**src/sv/mmf_pkg.sv**
```systemverilog
package mmf_pkg;

   // result field widths fixed by the interface
   localparam int RES_W = 35;
   localparam int POS_W = 3;
   localparam int DIM_REG_W = 4;
   localparam int CSR_IDX_W = 2;

   // configuration register indexes
   localparam logic [CSR_IDX_W-1:0] CSR_A_ROWS = 2'd0;
   localparam logic [CSR_IDX_W-1:0] CSR_A_COLS = 2'd1;
   localparam logic [CSR_IDX_W-1:0] CSR_B_ROWS = 2'd2;
   localparam logic [CSR_IDX_W-1:0] CSR_B_COLS = 2'd3;

   // sequencer states
   typedef enum logic [2:0] {
      ST_LOAD  = 3'b001,
      ST_ISSUE = 3'b010,
      ST_DRAIN = 3'b100
   } mmf_state_type;

   // control that travels with each multiply-accumulate through the pipe
   typedef struct packed {
      logic             first;  // first term of a dot product
      logic             last;   // last term, result leaves after it
      logic             final_; // last result of the product
      logic             err;    // dimension error result
      logic [POS_W-1:0] row;
      logic [POS_W-1:0] col;
   } mmf_tag_type;

endpackage

```
**src/sv/matrix_multiply_fixed.sv**
```systemverilog
// fixed-point matrix multiplier, C = A * B
// config: csr_valid/csr_ready with csr_index selecting a_rows, a_cols, b_rows,
//   b_cols (4 bits each, 0 taken as 1, above MAX_DIM taken as MAX_DIM);
//   csr_ready is always high, write only while busy is low
// input: a transaction is taken on start with busy low; req_element_value
//   carries the elements of A then of B, row-major, signed Q8.8,
//   one per cycle while loading
// output: after the last B element busy rises and the product C leaves in
//   row-major order, one result per rsp_valid strobe, signed Q19.16 with row
//   and column; rsp_last_result marks the final one. if B is 1x1 the result
//   is A times that scalar; if inner dimensions differ a single result with
//   rsp_dim_error set and value zero is given
// compute: the single MAC unit takes one inner term per cycle, a_cols terms
//   per C element (one for scalar B and for the error result); each term
//   passes the element memory read register and the MAC product and
//   accumulate stages before its result, and busy falls in the cycle after
//   the final result
// the receiver cannot stall; results are strobed once
// reset clears the load counter, sequencer state and registers (to 1); element
//   memories are not cleared and must be loaded before use
module matrix_multiply_fixed #(
   parameter int MAX_DIM    = 8,
   parameter int ELEM_WIDTH = 16
) (
   input  logic                                clock,
   input  logic                                reset,
   // element input
   input  logic                                start,
   output logic                                busy,
   input  logic signed [ELEM_WIDTH-1:0]        req_element_value,
   // results
   output logic                                rsp_valid,
   output logic signed [mmf_pkg::RES_W-1:0]    rsp_product_value,
   output logic [mmf_pkg::POS_W-1:0]           rsp_out_row,
   output logic [mmf_pkg::POS_W-1:0]           rsp_out_col,
   output logic                                rsp_dim_error,
   output logic                                rsp_last_result,
   // configuration
   input  logic                                csr_valid,
   output logic                                csr_ready,
   input  logic [mmf_pkg::CSR_IDX_W-1:0]       csr_index,
   input  logic [mmf_pkg::DIM_REG_W-1:0]       csr_wdata
);

   localparam int DEPTH  = MAX_DIM * MAX_DIM;
   localparam int ADDR_W = $clog2(DEPTH);
   localparam int LOAD_W = $clog2(DEPTH + 1);
   localparam int DIM_W  = $clog2(MAX_DIM + 1);
   localparam int IDX_W  = $clog2(MAX_DIM);

   // dimension registers
   logic [mmf_pkg::DIM_REG_W-1:0] a_rows_ff, a_cols_ff, b_rows_ff, b_cols_ff;

   // loading state
   logic              accept;
   logic [LOAD_W-1:0] load_count_ff, load_count_in, need;
   logic              loading_b_ff;
   logic              phase_done;
   logic              b_done;

   // sequencer
   mmf_pkg::mmf_state_type state_ff, state_in;
   logic [DIM_W-1:0] ar_ff, ac_ff, bc_ff, nk_ff, nj_ff;
   logic             scalar_ff, err_ff;
   logic [IDX_W-1:0] i_ff, j_ff, k_ff;
   logic             k_end, j_end, i_end, issue_valid, issue_done;
   mmf_pkg::mmf_tag_type issue_tag;
   logic [ADDR_W-1:0] rd_addr_a, rd_addr_b;

   // clamped dimensions from the current registers
   logic [DIM_W-1:0] cl_ar, cl_ac, cl_br, cl_bc;

   // memory and mac
   logic signed [ELEM_WIDTH-1:0] rd_data_a, rd_data_b;
   logic                         res_valid;
   logic [mmf_pkg::RES_W-1:0]    res_value;
   mmf_pkg::mmf_tag_type         res_tag;

   function automatic logic [DIM_W-1:0] clamp_dim(input logic [mmf_pkg::DIM_REG_W-1:0] d);
      logic [DIM_W-1:0] r;
      if (d == '0) begin
         r = DIM_W'(1);
      end else if (d > mmf_pkg::DIM_REG_W'(MAX_DIM)) begin
         r = DIM_W'(MAX_DIM);
      end else begin
         r = DIM_W'(d);
      end
      return r;
   endfunction

   // ---------------- configuration ----------------
   assign csr_ready = 1'b1;

   always_ff @(posedge clock) begin
      if (reset) begin
         a_rows_ff <= mmf_pkg::DIM_REG_W'(1);
         a_cols_ff <= mmf_pkg::DIM_REG_W'(1);
         b_rows_ff <= mmf_pkg::DIM_REG_W'(1);
         b_cols_ff <= mmf_pkg::DIM_REG_W'(1);
      end else if (csr_valid && csr_ready) begin
         case (csr_index)
            mmf_pkg::CSR_A_ROWS: a_rows_ff <= csr_wdata;
            mmf_pkg::CSR_A_COLS: a_cols_ff <= csr_wdata;
            mmf_pkg::CSR_B_ROWS: b_rows_ff <= csr_wdata;
            mmf_pkg::CSR_B_COLS: b_cols_ff <= csr_wdata;
            default: ;
         endcase
      end
   end

   assign cl_ar = clamp_dim(a_rows_ff);
   assign cl_ac = clamp_dim(a_cols_ff);
   assign cl_br = clamp_dim(b_rows_ff);
   assign cl_bc = clamp_dim(b_cols_ff);

   // ---------------- loading ----------------
   assign busy     = (state_ff != mmf_pkg::ST_LOAD);
   assign accept   = start && !busy;

   // element count of the phase in progress, from the registers now in force
   assign need = loading_b_ff ? LOAD_W'(cl_br) * LOAD_W'(cl_bc)
                              : LOAD_W'(cl_ar) * LOAD_W'(cl_ac);
   assign load_count_in = load_count_ff + LOAD_W'(1);
   assign phase_done    = (load_count_in >= need);
   assign b_done        = accept && loading_b_ff && phase_done;

   always_ff @(posedge clock) begin
      if (reset) begin
         load_count_ff <= '0;
         loading_b_ff  <= 1'b0;
      end else if (accept) begin
         if (phase_done) begin
            load_count_ff <= '0;
            loading_b_ff  <= !loading_b_ff;
         end else begin
            load_count_ff <= load_count_in;
         end
      end
   end

   // ---------------- compute sequencer ----------------
   // inner index k runs fastest, then column j, then row i
   assign k_end = (k_ff == IDX_W'(nk_ff - DIM_W'(1)));
   assign j_end = (j_ff == IDX_W'(nj_ff - DIM_W'(1)));
   assign i_end = (i_ff == IDX_W'(ar_ff - DIM_W'(1)));
   assign issue_valid = (state_ff == mmf_pkg::ST_ISSUE);
   assign issue_done  = err_ff || (k_end && j_end && i_end);

   always_comb begin
      issue_tag.first  = (k_ff == '0) || err_ff;
      issue_tag.last   = k_end || err_ff;
      issue_tag.final_ = (k_end && j_end && i_end) || err_ff;
      issue_tag.err    = err_ff;
      issue_tag.row    = err_ff ? '0 : mmf_pkg::POS_W'(i_ff);
      issue_tag.col    = err_ff ? '0 : mmf_pkg::POS_W'(j_ff);
   end

   // scalar case walks A with b at entry zero; otherwise row of A times column of B
   assign rd_addr_a = ADDR_W'(i_ff) * ADDR_W'(ac_ff)
                    + (scalar_ff ? ADDR_W'(j_ff) : ADDR_W'(k_ff));
   assign rd_addr_b = scalar_ff ? '0 : ADDR_W'(k_ff) * ADDR_W'(bc_ff) + ADDR_W'(j_ff);

   always_comb begin
      state_in = state_ff;
      case (state_ff)
         mmf_pkg::ST_LOAD: begin
            if (b_done) state_in = mmf_pkg::ST_ISSUE;
         end
         mmf_pkg::ST_ISSUE: begin
            if (issue_done) state_in = mmf_pkg::ST_DRAIN;
         end
         mmf_pkg::ST_DRAIN: begin
            if (res_valid && res_tag.final_) state_in = mmf_pkg::ST_LOAD;
         end
         default: state_in = mmf_pkg::ST_LOAD;
      endcase
   end

   always_ff @(posedge clock) begin
      if (reset) begin
         state_ff <= mmf_pkg::ST_LOAD;
      end else begin
         state_ff <= state_in;
      end
   end

   // latch dimensions at the last B element; the memory write of that element
   // lands before the first read, so no forwarding is needed
   always_ff @(posedge clock) begin
      if (b_done) begin
         ar_ff     <= cl_ar;
         ac_ff     <= cl_ac;
         bc_ff     <= cl_bc;
         scalar_ff <= (cl_br == DIM_W'(1)) && (cl_bc == DIM_W'(1));
         err_ff    <= !((cl_br == DIM_W'(1)) && (cl_bc == DIM_W'(1))) && (cl_ac != cl_br);
         if ((cl_br == DIM_W'(1)) && (cl_bc == DIM_W'(1))) begin
            nk_ff <= DIM_W'(1);
            nj_ff <= cl_ac;
         end else begin
            nk_ff <= cl_ac;
            nj_ff <= cl_bc;
         end
         i_ff <= '0;
         j_ff <= '0;
         k_ff <= '0;
      end else if (issue_valid && !issue_done) begin
         if (k_end) begin
            k_ff <= '0;
            if (j_end) begin
               j_ff <= '0;
               i_ff <= i_ff + IDX_W'(1);
            end else begin
               j_ff <= j_ff + IDX_W'(1);
            end
         end else begin
            k_ff <= k_ff + IDX_W'(1);
         end
      end
   end

   // ---------------- datapath ----------------
   mmf_store #(
      .MAX_DIM    (MAX_DIM),
      .ELEM_WIDTH (ELEM_WIDTH)
   ) u_store (
      .clock     (clock),
      .wr_a      (accept && !loading_b_ff),
      .wr_b      (accept && loading_b_ff),
      .wr_addr   (load_count_ff[ADDR_W-1:0]),
      .wr_data   (req_element_value),
      .rd_addr_a (rd_addr_a),
      .rd_addr_b (rd_addr_b),
      .rd_data_a (rd_data_a),
      .rd_data_b (rd_data_b)
   );

   mmf_mac #(
      .ELEM_WIDTH (ELEM_WIDTH)
   ) u_mac (
      .clock       (clock),
      .reset       (reset),
      .issue_valid (issue_valid),
      .issue_tag   (issue_tag),
      .rd_data_a   (rd_data_a),
      .rd_data_b   (rd_data_b),
      .res_valid   (res_valid),
      .res_value   (res_value),
      .res_tag     (res_tag)
   );

   // result transaction straight from the mac output registers
   assign rsp_valid         = res_valid;
   assign rsp_product_value = res_value;
   assign rsp_out_row       = res_tag.row;
   assign rsp_out_col       = res_tag.col;
   assign rsp_dim_error     = res_tag.err;
   assign rsp_last_result   = res_tag.final_;

   // ---------------- checks ----------------
   a_rsp_while_busy: assert property (@(posedge clock) disable iff (reset)
      rsp_valid |-> busy)
      else $error("result strobe outside compute");

   a_idle_after_last: assert property (@(posedge clock) disable iff (reset)
      (rsp_valid && rsp_last_result) |=> !busy)
      else $error("block still busy after final result");

   a_error_result: assert property (@(posedge clock) disable iff (reset)
      (rsp_valid && rsp_dim_error) |-> (rsp_last_result && rsp_product_value == '0))
      else $error("error result malformed");

   a_no_issue_in_load: assert property (@(posedge clock) disable iff (reset)
      (state_ff == mmf_pkg::ST_LOAD) |=> !rsp_valid || $past(busy, 1) || busy)
      else $error("result without compute");

endmodule

```
**src/sv/mmf_store.sv**
```systemverilog
module mmf_store #(
   parameter int MAX_DIM    = 8,
   parameter int ELEM_WIDTH = 16
) (
   input  logic                         clock,
   input  logic                         wr_a,
   input  logic                         wr_b,
   input  logic [$clog2(MAX_DIM*MAX_DIM)-1:0] wr_addr,
   input  logic signed [ELEM_WIDTH-1:0] wr_data,
   input  logic [$clog2(MAX_DIM*MAX_DIM)-1:0] rd_addr_a,
   input  logic [$clog2(MAX_DIM*MAX_DIM)-1:0] rd_addr_b,
   output logic signed [ELEM_WIDTH-1:0] rd_data_a,
   output logic signed [ELEM_WIDTH-1:0] rd_data_b
);

   localparam int DEPTH = MAX_DIM * MAX_DIM;

   logic signed [ELEM_WIDTH-1:0] a_mem [DEPTH];
   logic signed [ELEM_WIDTH-1:0] b_mem [DEPTH];
   logic signed [ELEM_WIDTH-1:0] rd_a_ff;
   logic signed [ELEM_WIDTH-1:0] rd_b_ff;

   always_ff @(posedge clock) begin
      if (wr_a) begin
         a_mem[wr_addr] <= wr_data;
      end
      rd_a_ff <= a_mem[rd_addr_a];
   end

   always_ff @(posedge clock) begin
      if (wr_b) begin
         b_mem[wr_addr] <= wr_data;
      end
      rd_b_ff <= b_mem[rd_addr_b];
   end

   assign rd_data_a = rd_a_ff;
   assign rd_data_b = rd_b_ff;

endmodule

```
**src/sv/mmf_mac.sv**
```systemverilog
module mmf_mac #(
   parameter int ELEM_WIDTH = 16
) (
   input  logic                         clock,
   input  logic                         reset,
   input  logic                         issue_valid,
   input  mmf_pkg::mmf_tag_type         issue_tag,
   input  logic signed [ELEM_WIDTH-1:0] rd_data_a,
   input  logic signed [ELEM_WIDTH-1:0] rd_data_b,
   output logic                         res_valid,
   output logic [mmf_pkg::RES_W-1:0]    res_value,
   output mmf_pkg::mmf_tag_type         res_tag
);

   localparam int PROD_W = 2 * ELEM_WIDTH;
   localparam int EXT_W  = (PROD_W > mmf_pkg::RES_W) ? PROD_W : mmf_pkg::RES_W;

   // stage 1: memory data comes back
   logic                 v1_ff;
   mmf_pkg::mmf_tag_type t1_ff;
   // stage 2: product
   logic                 v2_ff;
   mmf_pkg::mmf_tag_type t2_ff;
   logic signed [PROD_W-1:0] prod_ff;
   logic signed [PROD_W-1:0] prod_in;
   logic signed [EXT_W-1:0]  prod_ext;
   // stage 3: accumulate and result
   logic [mmf_pkg::RES_W-1:0] acc_ff;
   logic [mmf_pkg::RES_W-1:0] acc_in;
   logic                      res_valid_ff;
   logic [mmf_pkg::RES_W-1:0] res_value_ff;
   mmf_pkg::mmf_tag_type      res_tag_ff;

   assign prod_in  = rd_data_a * rd_data_b;
   assign prod_ext = EXT_W'(prod_ff);
   // sum wraps at the result width
   assign acc_in   = t2_ff.first ? prod_ext[mmf_pkg::RES_W-1:0]
                                 : acc_ff + prod_ext[mmf_pkg::RES_W-1:0];

   always_ff @(posedge clock) begin
      if (reset) begin
         v1_ff        <= 1'b0;
         v2_ff        <= 1'b0;
         res_valid_ff <= 1'b0;
      end else begin
         v1_ff        <= issue_valid;
         v2_ff        <= v1_ff;
         res_valid_ff <= v2_ff && t2_ff.last;
      end
   end

   always_ff @(posedge clock) begin
      t1_ff   <= issue_tag;
      t2_ff   <= t1_ff;
      prod_ff <= prod_in;
      if (v2_ff) begin
         acc_ff <= acc_in;
      end
      if (v2_ff && t2_ff.last) begin
         res_value_ff <= t2_ff.err ? '0 : acc_in;
         res_tag_ff   <= t2_ff;
      end
   end

   assign res_valid = res_valid_ff;
   assign res_value = res_value_ff;
   assign res_tag   = res_tag_ff;

endmodule
```
**config.mk**
```make
export PLATFORM = sky130hd
export DESIGN_NAME = matrix_multiply_fixed
export DESIGN_NICKNAME = d
export VERILOG_FILES = /design/src/sv/mmf_pkg.sv /design/src/sv/matrix_multiply_fixed.sv /design/src/sv/mmf_store.sv /design/src/sv/mmf_mac.sv
export SDC_FILE = /design/constraint.sdc
export NUM_CORES = 2
export LEC_CHECK = 0
export BUFFER_PORTS_ARGS = -buffer_cell sky130_fd_sc_hd__buf_2
export CORE_ASPECT_RATIO = 1.2
export CORE_MARGIN = 2
export CORE_UTILIZATION = 55
export CTS_CLUSTER_DIAMETER = 30
export DETAILED_ROUTE_END_ITERATION = 16
export PLACE_DENSITY = 0.73
export SETUP_SLACK_MARGIN = 0.05
export SLEW_MARGIN = 20
export SYNTH_ARGS = -nofsm -noshare
export SYNTH_HDL_FRONTEND = slang
export SYNTH_HIERARCHICAL = 1
export SYNTH_SLANG_ARGS = --single-unit
export TNS_END_PERCENT = 20
```
**constraint.sdc**
```tcl
create_clock -name clock -period 5.94 [get_ports clock]
set_clock_uncertainty 0.05 [all_clocks]
set_input_delay 0.594 -clock clock [delete_from_list [all_inputs] [get_ports clock]]
set_output_delay 0.594 -clock clock [all_outputs]
set_load 0.03 [all_outputs]
```
Yosys cells after proc, flatten, opt, wreduce, memory -nomap -nowiden
Memories as Yosys holds them, arrays and structs flattened. A register that Yosys moved wholly into a read port is not among the register bits.
Cells that the tools add are included.
{"block": "op_classes", "reduce_logical": 32, "mux": 24, "n_addsub": 10, "n_lt_le_gt_ge": 5, "n_eq_ne": 16, "mul": 5}
{"cell": "35-bit adder", "count": 1}
{"cell": "35-bit 2-to-1 mux", "count": 1}
{"cell": "16-bit by 16-bit multiplier with 32-bit output", "count": 1}
{"cell": "4-bit 2-to-1 mux", "count": 8}
{"cell": "3-bit 2-to-1 mux", "count": 7}
{"cell": "4-bit greater-than comparator, second input constant", "count": 4}
{"cell": "4-bit logical NOT", "count": 4}
{"cell": "4-bit by 4-bit multiplier with 7-bit output", "count": 2}
{"cell": "7-bit 2-to-1 mux", "count": 2}
{"cell": "6-bit by 3-bit adder with 6-bit output", "count": 2}
{"cell": "3-bit by 4-bit multiplier with 6-bit output", "count": 2}
{"cell": "2-bit AND reduction", "count": 6}
{"cell": "1-bit logical AND", "count": 11}
{"cell": "3-bit by 1-bit adder with 3-bit output, second input constant", "count": 3}
{"cell": "3-bit equality test", "count": 3}
{"cell": "3-bit case mux with 3 select lines", "count": 1}
{"cell": "3-bit by 1-bit subtractor with 3-bit output, second input constant", "count": 3}
{"cell": "4-bit by 1-bit equality test with 1-bit output, second input constant", "count": 2}
{"cell": "7-bit by 1-bit adder with 7-bit output, second input constant", "count": 1}
{"cell": "7-bit >= comparator", "count": 1}
{"cell": "6-bit 2-to-1 mux", "count": 1}
{"cell": "3-bit AND reduction", "count": 2}
{"cell": "2-bit equality test, second input constant", "count": 2}
{"cell": "1-bit logical NOT", "count": 4}
{"cell": "other kinds (12)", "count": 18}
{"block": "totals", "word_cells": 133, "ram_bits": 2048, "regBits": 188, "mem_count": 2, "output_inout_bits": 46}
{"memory": "u_store.a_mem", "depth": 64, "width": 16, "read_ports": 1, "rd_clocked_by_memory_dff": 1, "write_ports": 1, "line": "mmf_store.sv:18", "rtl": "logic signed [ELEM_WIDTH-1:0] a_mem [DEPTH];"}
{"memory": "u_store.b_mem", "depth": 64, "width": 16, "read_ports": 1, "rd_clocked_by_memory_dff": 1, "write_ports": 1, "line": "mmf_store.sv:19", "rtl": "logic signed [ELEM_WIDTH-1:0] b_mem [DEPTH];"}

Logic depth before layout (Yosys ltp)
{"block": "depth", "depth_word": 9, "ltp_mapped": 23, "depth_no_buf": 22}

Cells and area by module
The synthesis kept the hierarchy.
{"mod": "mmf_store", "cells_each": 3519, "area_per_inst_um2": 79180.9, "n_inst": 1}
{"mod": "mmf_mac", "cells_each": 1658, "area_per_inst_um2": 16070.4, "n_inst": 1}
{"mod": "matrix_multiply_fixed", "cells_each": 486, "area_per_inst_um2": 4383.0, "n_inst": 1}

Worst setup path after synthesis
Ideal clock, no wire load.
{"block": "synth_path", "path_kind": "reg2reg", "startpoint": "register u_store.rd_a_ff[15] (netlist: u_store/rd_data_a[15]), read port of u_store.a_mem", "endpoint": "register u_mac.prod_ff[30]", "path_stages_with_launch": 22, "path_slack_ns": -0.154, "setup_ns": 0.118, "arrival_ns": 5.926, "cell_sequence": "dfxtp_1 -> clkbuf_1 -> nand2_1 -> inv_1 -> fa_1 -> fa_1 -> fa_1 -> fa_1 -> fa_1 -> inv_1 -> fa_1 -> inv_1 -> ha_1 -> clkbuf_1 -> nand4_1 -> nor2_1 -> nand3_1 -> or3_1 -> o211a_1 -> o2111ai_1 -> a21oi_1 -> xnor2_1"}
{"block": "synth_via", "elab_chain_cells": 1}
{"item": "start, declared", "line": "mmf_store.sv:20", "rtl": "logic signed [ELEM_WIDTH-1:0] rd_a_ff;"}
{"item": "16-bit by 16-bit multiplier with 32-bit output", "line": "mmf_mac.sv:34", "rtl": "assign prod_in = rd_data_a * rd_data_b;"}
{"item": "net u_mac.prod_in[30]", "line": "mmf_mac.sv:25", "rtl": "logic signed [PROD_W-1:0] prod_in;"}
{"item": "end signal, assigned", "line": "mmf_mac.sv:55", "rtl": "prod_ff <= prod_in;"}
{"item": "end, declared", "line": "mmf_mac.sv:24", "rtl": "logic signed [PROD_W-1:0] prod_ff;"}
The timed path passes the listed nets, and every way through them passes these cells.
A chain may end at the register's enable or synchronous reset.

Worst setup path after layout
{"block": "layout_path", "startpoint": "register u_store.rd_a_ff[6] (netlist: u_store/rd_data_a[6]), read port of u_store.a_mem", "endpoint": "register u_mac.prod_ff[29]"}
Same word-level chain as after synthesis.

==> results.md <==
* Outcome: finished clean
* Placed cell area at 104,000 µm²
* Vias at 54,466
* Placer Congestion at 0.894
* Critical-path cell list: buf_12 -> buf_4 -> and2_4 -> fa_1 -> fa_1 -> fa_1 -> fa_1 -> fa_1 -> inv_1 -> fa_1 -> inv_1 -> ha_4 -> a21o_1 -> a211oi_2 -> o21ai_1 -> a211o_1 -> a22oi_2 -> buf_4 -> o21bai_4 -> a21oi_2 -> xnor2_1
* Final setup viols at 0
* Crit Path Class: flip-flop to flip-flop
* Site Rows at 171
* Worst Path Arrival at 6.49 ns
* Leading cell type in the layout, fill and taps excluded: edfxtp_1
* Area Overhead vs Synth at 17.3%
* RSZ-0062 raised after global routing: yes
* Crit path max fanout at 9
* Initial Util at 55.2%
* Proportion of layout cells with a drive suffix above 1 at 25.3%
* Minimum clock period at 5.74 ns
* Mapped Avg Cell Area at 17.6 µm²
* First-pass GRT wire length at 360,000 µm
* DRT Pass-1 Iters at 6
* CTS tree: done
* DRT antenna net count at 0
* I/O pin cnt at 72
* GR Overflow Total at 0
* Dpl hpwl at 144,000 µm
* DIE AREA at 184,000 µm²
* Commonest cells after routing, fill and taps aside: edfxtp_1, mux4_2, inv_1
* Max stage delay on crit path at 0.60 ns
* Clock root buffer: clkbuf_16
* Final nets at 6,620
* Largest net degree at the start of global routing at 98
* Slew HR at 22.0%
* Die W at 392 µm
* Cells after Synth at 5,661
* Worst hold path type: primary input to flip-flop
* Worst-Margin Slew at 1.17 ns
* Die Ht at 470 µm
* Clk buf depth at 4
* Max Fclk at 174 MHz
* CTS buffer count at 359
* CP endpoint kind: flip-flop
* Wire per inst at 27.3 µm
* DR iter-0 viols at 6,235
* Hold Slack at 0.0594 ns
* Worst-Skew Late Latency at 0.96 ns
* Hold Fails Final Rpt at 0
* Crit start category: flip-flop
* Initial antenna violation count at 12
* Vias in the first global route at 56,681
* Most frequent CP cell: fa_1
* Syn nets at 6,137
* Synth warn at 6
* Core ar. at 180,000 µm²
* Req. time, crit path at 6.69 ns
* H-tree levels at 5
* Slowest stage cell on the critical path: fa_1
* Sink Count at 2,268
* Via-to-Cell Ratio at 6.15
* IO Port Bufs at 70
* Gr usage total at 26.6%
* DRC at 0
* Non-Filler Cell Area, Final at 117,000 µm²
* Reg clk slew, reported paths at 0.05 ns
* Total wire length at 242,000 µm
* Filler Cell Count at 11,723
* Mapped Area at 99,600 µm²
* Fin crit share at 96.7%
* Max-Cap Viols at 0
* Core Util, Final at 64.8%
* Max Transition Viols Final at 0
[worst paths after layout]
path / slack [ns] / startpoint / end / cells after the start
setup / recovery: 0.20 / u_store/rd_data_a[6]$_DFF_P_ / u_mac/prod_ff[29]$_DFF_P_ / 21
hold / removal: 0.06 / reset / u_mac/v2_ff$_SDFF_PP0_ / 2
setup reg to reg: 0.20 / u_store/rd_data_a[6]$_DFF_P_ / u_mac/prod_ff[29]$_DFF_P_ / 21
hold reg to reg: 0.28 / u_mac/t1_ff[5]$_DFF_P_ / u_mac/t2_ff[5]$_DFF_P_ / 0
[per-layer routing]
metal / track usage (%) / up-vias / routed length (µm)
met2: 43.6 / 2898 / 120000
met4: 11.4 / 6 / 11000
met5: 0 / - / 33
li1: - / 22885 / -
met3: 5.08 / 588 / 21000
met1: 34.9 / 28089 / 89700
[worst max-delay path, delay by kind of cell (launching register included)]
family          cells  cell delay (ns)
compound gates      7             1.14
xor+xnor            1             0.12
fa+ha+maj           7             3.28
buf+inv             5             0.57
flops               1             0.32
simple gates        1             0.16
[area by class of cell]
class / count / area (µm²) / share of cell area, %
tap: 2422 / 3030 / 2.59
antenna: 7 / 17.5 / 0.0150
timing repair buffer: 395 / 3180 / 2.72
sequential: 2268 / 66900 / 57.3
inverter: 375 / 1410 / 1.20
clock buffer: 389 / 9210 / 7.88
clock inverter: 252 / 2780 / 2.38
multi-input combinational: 2745 / 30300 / 25.9
[through the flow]
step           setup WS (ns)  cells  setup TNS, ns
5_1_grt              -0.0391   8848        -0.0758
3_3_place_gp         -0.0344   8185        -0.0664
6_report               0.198   8853              0
2_1_floorplan         0.0285   5661              0
3_5_place_dp         -0.0132   8186        -0.0162
4_1_cts               0.0396   8836              0
[timing repair]
action,CTS,global route
hold endpoints to repair,16,0
buffers inserted,0,10
gates resized for setup,9,79
hold buffers,9,0
endpoints found under the setup margin,3,16
pin swaps,0,29
[sequential cells by signal (all words and copies together) (netlist names), 7 cells and up]
signal	cells
u_mac/res_value	35
u_store/rd_data_a	16
u_mac/prod_ff	32
load_count_ff	7
u_mac/res_tag	8
u_mac/t2_ff	10
u_mac/t1_ff	10
u_store/a_mem	1024
u_store/rd_data_b	16
u_mac/acc_ff	35
u_store/b_mem	1024
Power is left out: the tool's default activity adds up to more than one toggle a clock period on the data nets, which glitch-free logic cannot reach.
